**config.mk**
```make
export PLATFORM = sky130hd
export DESIGN_NAME = brute_force_tour_minimum
export DESIGN_NICKNAME = d
export VERILOG_FILES = /design/src/design/bftm_pkg.sv /design/src/design/bftm_ram.sv /design/src/design/brute_force_tour_minimum.sv
export SDC_FILE = /design/constraint.sdc
export NUM_CORES = 1
export LEC_CHECK = 0
export BUFFER_PORTS_ARGS = -buffer_cell sky130_fd_sc_hd__buf_2
export CORE_UTILIZATION = 45
export CTS_BUF_LIST = sky130_fd_sc_hd__clkbuf_8
export DETAILED_ROUTE_END_ITERATION = 10
export MAX_ROUTING_LAYER = met4
export PLACE_DENSITY = 0.63
export SLEW_MARGIN = 20
export SYNTH_ARGS = -nofsm -noshare
export SYNTH_HDL_FRONTEND = slang
export SYNTH_SLANG_ARGS = --single-unit
```
**constraint.sdc**
```tcl
create_clock -name i_clk -period 4.5 [get_ports i_clk]
set_clock_uncertainty 0.15 [all_clocks]
set_input_delay 0.45 -clock i_clk [delete_from_list [all_inputs] [get_ports i_clk]]
set_output_delay 0.45 -clock i_clk [all_outputs]
set_load 0.005 [all_outputs]
```
**src/design/bftm_pkg.sv**
```systemverilog
// Package for the brute-force tour minimum block: field widths, micro-op codes
// and the sequencer program ROM. No dependencies.
package bftm_pkg;

    localparam int IDX_W    = 2;
    localparam int WEIGHT_W = 16;
    localparam int SUM_W    = 18;
    localparam logic [SUM_W-1:0] SUM_MAX = '1;

    localparam int PC_W     = 4;
    localparam int PROG_LEN = 11;

    typedef enum logic [3:0] {
        OP_IDLE,
        OP_INIT,
        OP_TOUR,
        OP_ISSUE,
        OP_ACCUM,
        OP_KEEP,
        OP_PIVOT,
        OP_SWAP,
        OP_REVERSE,
        OP_EMIT,
        OP_NOP
    } t_op;

    typedef enum logic [2:0] {
        F_NONE,
        F_ALWAYS,
        F_NOT_START,
        F_MORE_EDGES,
        F_NO_PIVOT,
        F_OUT_BUSY
    } t_flag;

    typedef struct packed {
        t_op             op;
        t_flag           cond;
        logic [PC_W-1:0] target;
    } t_uop;

    localparam logic [PC_W-1:0] PC_IDLE    = 4'd0;
    localparam logic [PC_W-1:0] PC_INIT    = 4'd1;
    localparam logic [PC_W-1:0] PC_TOUR    = 4'd2;
    localparam logic [PC_W-1:0] PC_ISSUE   = 4'd3;
    localparam logic [PC_W-1:0] PC_ACCUM   = 4'd4;
    localparam logic [PC_W-1:0] PC_KEEP    = 4'd5;
    localparam logic [PC_W-1:0] PC_PIVOT   = 4'd6;
    localparam logic [PC_W-1:0] PC_SWAP    = 4'd7;
    localparam logic [PC_W-1:0] PC_REVERSE = 4'd8;
    localparam logic [PC_W-1:0] PC_EMIT    = 4'd9;
    localparam logic [PC_W-1:0] PC_RETURN  = 4'd10;

    // jump to target when the selected flag is true, else advance
    localparam t_uop PROG [PROG_LEN] = '{
        '{OP_IDLE,    F_NOT_START,  PC_IDLE},
        '{OP_INIT,    F_NONE,       PC_IDLE},
        '{OP_TOUR,    F_NONE,       PC_IDLE},
        '{OP_ISSUE,   F_NONE,       PC_IDLE},
        '{OP_ACCUM,   F_MORE_EDGES, PC_ISSUE},
        '{OP_KEEP,    F_NONE,       PC_IDLE},
        '{OP_PIVOT,   F_NO_PIVOT,   PC_EMIT},
        '{OP_SWAP,    F_NONE,       PC_IDLE},
        '{OP_REVERSE, F_ALWAYS,     PC_TOUR},
        '{OP_EMIT,    F_OUT_BUSY,   PC_EMIT},
        '{OP_NOP,     F_ALWAYS,     PC_IDLE}
    };

endpackage

```
**src/design/bftm_ram.sv**
```systemverilog
// Generic single-write, single-read RAM with registered read data.
// No dependencies.
module bftm_ram #(
    parameter int WIDTH = 16,
    parameter int DEPTH = 16
) (
    input  logic                     i_clk,
    input  logic                     i_wr_en,
    input  logic [$clog2(DEPTH)-1:0] i_wr_addr,
    input  logic [WIDTH-1:0]         i_wr_data,
    input  logic [$clog2(DEPTH)-1:0] i_rd_addr,
    output logic [WIDTH-1:0]         o_rd_data
);

    logic [WIDTH-1:0] r_mem [DEPTH];
    logic [WIDTH-1:0] r_rd_data;

    always_ff @(posedge i_clk) begin
        if (i_wr_en) begin
            r_mem[i_wr_addr] <= i_wr_data;
        end
        r_rd_data <= r_mem[i_rd_addr];
    end

    assign o_rd_data = r_rd_data;

endmodule

```
**src/design/brute_force_tour_minimum.sv**
```systemverilog
// Brute-force tour minimum: matrix entries load at one transfer per cycle while idle.
// The transfer marked last starts a microcoded search; the minimum is offered once
// every tour is summed, each edge fetched from the single-read weight RAM, and after
// any wait for an older result to be taken. Loads are refused until the sequencer is
// back in its idle step, past a no-op step after the offer. Synchronous active-low
// reset clears sequencer, start vertex, best sum, output valid. Uses bftm_pkg, bftm_ram.
module brute_force_tour_minimum #(
    parameter int NUM_VERTICES = 4
) (
    input  logic                          i_clk,
    input  logic                          i_rst_n,
    input  logic                          i_cfg_wr_en,
    input  logic [bftm_pkg::IDX_W-1:0]    i_cfg_wr_data,
    input  logic                          i_valid,
    output logic                          o_stall,
    input  logic [bftm_pkg::IDX_W-1:0]    i_row_index,
    input  logic [bftm_pkg::IDX_W-1:0]    i_col_index,
    input  logic [bftm_pkg::WEIGHT_W-1:0] i_edge_weight,
    input  logic                          i_last,
    output logic                          o_valid,
    input  logic                          i_stall,
    output logic [bftm_pkg::SUM_W-1:0]    o_min_weight
);

    localparam int VW      = $clog2(NUM_VERTICES);
    localparam int ORD_LEN = NUM_VERTICES - 1;
    localparam int OW      = $clog2(ORD_LEN);
    localparam int DEPTH   = NUM_VERTICES * NUM_VERTICES;
    localparam int AW      = $clog2(DEPTH);

    logic [bftm_pkg::PC_W-1:0]     r_pc;
    logic [bftm_pkg::PC_W-1:0]     n_pc;
    bftm_pkg::t_uop                uop;
    logic [bftm_pkg::IDX_W-1:0]    r_start;
    logic [VW-1:0]                 r_order [ORD_LEN];
    logic [bftm_pkg::SUM_W-1:0]    r_sum;
    logic [bftm_pkg::SUM_W-1:0]    r_best;
    logic [VW-1:0]                 r_cur;
    logic [VW-1:0]                 r_idx;
    logic [VW-1:0]                 r_tgt;
    logic [OW-1:0]                 r_piv;
    logic                          r_out_valid;
    logic [bftm_pkg::SUM_W-1:0]    r_out;

    logic                          in_xfer;
    logic                          in_range;
    logic                          start_search;
    logic                          out_busy;
    logic                          jump;
    logic [VW-1:0]                 start_c;
    logic [VW-1:0]                 tgt_c;
    logic [OW-1:0]                 piv_c;
    logic                          piv_found;
    logic [OW-1:0]                 succ_c;
    logic [AW-1:0]                 wr_addr;
    logic [AW-1:0]                 rd_addr;
    logic [bftm_pkg::WEIGHT_W-1:0] rd_data;
    logic [bftm_pkg::SUM_W:0]      sum_wide;

    assign uop          = bftm_pkg::PROG[r_pc];
    assign o_stall      = (uop.op != bftm_pkg::OP_IDLE);
    assign in_xfer      = i_valid && !o_stall;
    assign in_range     = (int'(i_row_index) < NUM_VERTICES) &&
                          (int'(i_col_index) < NUM_VERTICES);
    assign start_search = in_xfer && i_last;
    assign out_busy     = r_out_valid && i_stall;
    assign start_c      = (int'(r_start) < NUM_VERTICES) ? VW'(r_start) : '0;
    assign tgt_c        = (int'(r_idx) == ORD_LEN) ? start_c : r_order[r_idx[OW-1:0]];
    assign wr_addr      = AW'(int'(i_row_index) * NUM_VERTICES + int'(i_col_index));
    assign rd_addr      = AW'(int'(r_cur) * NUM_VERTICES + int'(tgt_c));
    assign sum_wide     = {1'b0, r_sum} + (bftm_pkg::SUM_W + 1)'(rd_data);

    bftm_ram #(
        .WIDTH (bftm_pkg::WEIGHT_W),
        .DEPTH (DEPTH)
    ) u_weights (
        .i_clk     (i_clk),
        .i_wr_en   (in_xfer && in_range),
        .i_wr_addr (wr_addr),
        .i_wr_data (i_edge_weight),
        .i_rd_addr (rd_addr),
        .o_rd_data (rd_data)
    );

    always_comb begin
        piv_found = 1'b0;
        piv_c     = '0;
        for (int j = 0; j < ORD_LEN - 1; j++) begin
            if (r_order[j] < r_order[j+1]) begin
                piv_found = 1'b1;
                piv_c     = OW'(j);
            end
        end
    end

    always_comb begin
        succ_c = r_piv;
        for (int j = 0; j < ORD_LEN; j++) begin
            if (j > int'(r_piv) && r_order[j] > r_order[r_piv]) begin
                succ_c = OW'(j);
            end
        end
    end

    always_comb begin
        unique case (uop.cond)
            bftm_pkg::F_NONE:       jump = 1'b0;
            bftm_pkg::F_ALWAYS:     jump = 1'b1;
            bftm_pkg::F_NOT_START:  jump = !start_search;
            bftm_pkg::F_MORE_EDGES: jump = (int'(r_idx) != ORD_LEN);
            bftm_pkg::F_NO_PIVOT:   jump = !piv_found;
            bftm_pkg::F_OUT_BUSY:   jump = out_busy;
            default:                jump = 1'b1;
        endcase
        n_pc = jump ? uop.target : r_pc + 1'b1;
    end

    always_ff @(posedge i_clk) begin
        if (!i_rst_n) begin
            r_pc        <= bftm_pkg::PC_IDLE;
            r_start     <= '0;
            r_best      <= bftm_pkg::SUM_MAX;
            r_out_valid <= 1'b0;
        end else begin
            r_pc <= n_pc;
            if (i_cfg_wr_en) begin
                r_start <= i_cfg_wr_data;
            end
            if (r_out_valid && !i_stall && uop.op != bftm_pkg::OP_EMIT) begin
                r_out_valid <= 1'b0;
            end
            unique case (uop.op)
                bftm_pkg::OP_INIT: begin
                    for (int k = 0; k < ORD_LEN; k++) begin
                        r_order[k] <= (k < int'(start_c)) ? VW'(k) : VW'(k + 1);
                    end
                    r_best <= bftm_pkg::SUM_MAX;
                end
                bftm_pkg::OP_TOUR: begin
                    r_sum <= '0;
                    r_cur <= start_c;
                    r_idx <= '0;
                end
                bftm_pkg::OP_ISSUE: begin
                    r_tgt <= tgt_c;
                end
                bftm_pkg::OP_ACCUM: begin
                    r_sum <= sum_wide[bftm_pkg::SUM_W] ? bftm_pkg::SUM_MAX
                                                       : sum_wide[bftm_pkg::SUM_W-1:0];
                    r_cur <= r_tgt;
                    r_idx <= r_idx + 1'b1;
                end
                bftm_pkg::OP_KEEP: begin
                    if (r_sum < r_best) begin
                        r_best <= r_sum;
                    end
                end
                bftm_pkg::OP_PIVOT: begin
                    r_piv <= piv_c;
                end
                bftm_pkg::OP_SWAP: begin
                    r_order[r_piv]  <= r_order[succ_c];
                    r_order[succ_c] <= r_order[r_piv];
                end
                bftm_pkg::OP_REVERSE: begin
                    for (int j = 0; j < ORD_LEN; j++) begin
                        if (j > int'(r_piv)) begin
                            r_order[j] <= r_order[OW'(int'(r_piv) + ORD_LEN - j)];
                        end
                    end
                end
                bftm_pkg::OP_EMIT: begin
                    if (!out_busy) begin
                        r_out_valid <= 1'b1;
                        r_out       <= r_best;
                    end
                end
                bftm_pkg::OP_IDLE, bftm_pkg::OP_NOP: begin
                end
                default: begin
                end
            endcase
        end
    end

    assign o_valid      = r_out_valid;
    assign o_min_weight = r_out;

    a_start_enters_init: assert property (@(posedge i_clk) disable iff (!i_rst_n)
        start_search |=> (r_pc == bftm_pkg::PC_INIT))
        else $error("search start did not enter init step");

    a_best_monotonic: assert property (@(posedge i_clk) disable iff (!i_rst_n)
        (uop.op != bftm_pkg::OP_INIT) |=> (r_best <= $past(r_best)))
        else $error("best sum rose outside init step");

    a_emit_loads_output: assert property (@(posedge i_clk) disable iff (!i_rst_n)
        (uop.op == bftm_pkg::OP_EMIT && !out_busy)
            |=> (o_valid && o_min_weight == $past(r_best)))
        else $error("emit step did not present best sum");

    a_index_bound: assert property (@(posedge i_clk) disable iff (!i_rst_n)
        (uop.op == bftm_pkg::OP_ISSUE || uop.op == bftm_pkg::OP_ACCUM)
            |-> (int'(r_idx) <= ORD_LEN))
        else $error("edge index beyond tour length");

endmodule
```
==> run metrics <==
status completed; Slew @ Worst Pin 1.00 ns; clk sinks 351; GPL Wtd Cong 0.865; CP endpoint kind flop; Tcrit/Tclk final 0.705; Detailed Route Iter0 Violations 722; Hold Path Class in -> reg; Area Overhead vs Synth 12.4%; FFs w/ async S/R, synth 0; largest net degree at the start of global routing 46; WP data required 4.65 ns; total number of vias 9391; Power Density 467 nW/um2; TritonCTS Buffers 54; initial core utilization 0.461; synth top area cells edfxtp_1 (61%), dfxtp_1 (5.8%), mux4_2 (5.1%); CTS H-tree depth 2; met3 GRT Util 0.0337; FF/Latch Area 10100 um2; fin cells 1656; ys flop type edfxtp_1; Area after DPL 16000 um2; clock latency at the later pin of the worst-skew pair 0.61 ns; YS warnings 0; crit-path max FO 16; #FFs+latches synth 351; drt wl/cell 19.9 um; Yosys cell types 63; Layout Nets 1243; Post-synth EDFFs 307; met2 usage 0.305; Mapped Area 15200 um2; GR Overflow Total 0; Worst Path Arrival 3.33 ns; Synth Instances 1088; final hold vios 0; Slew headroom 0.330; GRT Overall Usage 0.202; Crit path top cell by count a21o_1; layout cells sized above 1 0.168; PortBufs 47; global-route wire length before repair 51100 um; remaining antenna violation count 0; routed wire length 32900 um; busiest metal layer after global routing met2; Crit Path Class reg -> reg; Critical-path top delay cell a21o_1; Die ar. 34400 um2; PostCTS Resize Cnt 0; met1 usage 0.286; Die W 186 um; max incr delay on CP 0.54 ns; Final HPWL DP 21000 um; Cells after DPL 1552; CTS Root Cell clkbuf_8; number of global-route vias before repair 9105; Leak 6.32 nW; initial antenna violation count 0; drt pass-1 iters 5; post-route minimum period 3.17 ns; Residual DRC 0; peak supply drop 0.000228 V; max_cap viols 0; num ports 48; Synth top area share 0.608; CP cell instances ha_1 -> fa_1 -> a21o_1 -> and3_1 -> o211a_1 -> o2111ai_1 -> a21o_1 -> a21oi_1; Rows 66; final setup TNS 0 ns; Worst-path clk slew 0.06 ns; syn avg cell area 13.9 um2; Clock Path Buffers 3; register area share after synthesis 0.666; fin. max-slew vios 0; area taken by multi-input logic gates 4590 um2; number of hold buffers added after CTS 4; CTS tree built; final setup fails 0; hold slack final 0.0130 ns; ANT cells 0; RSZ-0062 raised after global routing no; Startpoint Class flop; highest clock rate 315 MHz; core box area 32900 um2; postcts setup bufs 0; Via density 5.67; leading area contributor after synthesis edfxtp_1; post-route cell area 17000 um2; Die H 186 um; Layout fillers 2844
==> flip-flops by register name, indices dropped and copies added (netlist names), named ones only <==
name,flops
o_min_weight,18
o_valid,1
r_best,18
r_cur,2
r_idx,2
r_order,8
r_pc,4
r_piv,1
r_start,2
r_sum,18
r_tgt,2
u_weights.o_rd_data,16
u_weights.r_mem,256
==> metal layers <==
metal,share of wire,vias to the layer above
met5,0,-
met3,0.063,63
li1,-,4366
met4,0.017,0
met1,0.46,4680
met2,0.46,282
==> path summary, 6_finish.rpt <==
| path | startpoint | to | slack [ns] | cells past startpoint |
|---|---|---|---|---|
| worst max-delay path | r_sum[0]$_SDFFCE_PN0P_ | r_sum[1]$_SDFFCE_PN0P_ | 1.33 | 8 |
| worst min-delay path | i_cfg_wr_data[0] | r_start[0]$_SDFFE_PN0P_ | 0.01 | 3 |
| worst max register to register | r_sum[0]$_SDFFCE_PN0P_ | r_sum[1]$_SDFFCE_PN0P_ | 1.33 | 8 |
| worst min register to register | r_best[7]$_SDFFE_PN1P_ | o_min_weight[7]$_DFFE_PP_ | 0.30 | 0 |
==> cells in the mapped netlist, drive strengths merged (11+ instances only) <==
master    n
a22oi    34
nand3    22
a311o    33
nor2     42
o21ai    76
nand4    20
nand2   108
clkbuf   37
mux4     34
ha       44
a21o     14
inv      67
a21oi    39
dfxtp    44
mux2i    11
edfxtp  307
o22a     18
buf      18
==> area by class of cell <==
class,count,area share
clock inverter,41,0.0130
inverter,68,0.0151
timing repair buffer,80,0.0297
tap,442,0.0325
multi-input combinational,615,0.269
sequential,351,0.593
clock buffer,59,0.0477
==> cells in the final DEF, fill, tap and decap left out, drive strengths merged, types with 18 or more instances in the layout <==
cell	synthesis	routed
nand4	20	20
dfxtp	44	44
edfxtp	307	307
o21ai	76	76
nand2	108	108
ha	44	44
a311o	33	33
o22a	18	18
mux4	34	34
a22oi	34	34
inv	67	94
buf	18	76
nand3	22	22
clkbuf	37	59
nor2	42	42
a21oi	39	39
==> stage by stage <==
stage / total power, mW / util / setup WS (ns)
after floorplan: 5.03 / - / 1.33
after global placement: 5.48 / 0.486 / 1.41
after detailed placement: 5.50 / 0.486 / 1.37
after CTS: 8.02 / 0.518 / 1.35
after global routing: 8.35 / 0.518 / 1.15
final: 7.96 / 0.518 / 1.33
==> critical path, delay by kind of cell, from the launching register on <==
| kind | cells | cell delay (ns) |
|---|---|---|
| simple gates | 1 | 0.23 |
| fa+ha+maj | 2 | 0.69 |
| compound gates | 5 | 1.41 |
| flops | 1 | 0.41 |
==> cell families (layout without fill, tap and decap cells) <==
family	after synthesis	count (layout)	synth area share
other	1	2	0.000247
XOR/XNOR	12	12	0.00693
multiplexers	50	50	0.0623
AO/OA/AOI/OAI	260	260	0.118
buffers and inverters	123	248	0.0325
flip-flops	351	351	0.666
AND/OR/NAND/NOR	246	246	0.0759
adder cells (fa/ha/maj)	45	45	0.0376
==> power breakdown <==
part / internal, mW / leakage (nW) / switching [mW]
Sequential: 3.71 / 3.12 / 0.131
Clock: 1.28 / 0.620 / 1.24
Combinational: 0.628 / 2.58 / 0.972
Note: power is estimated with default switching activity, not from simulation.
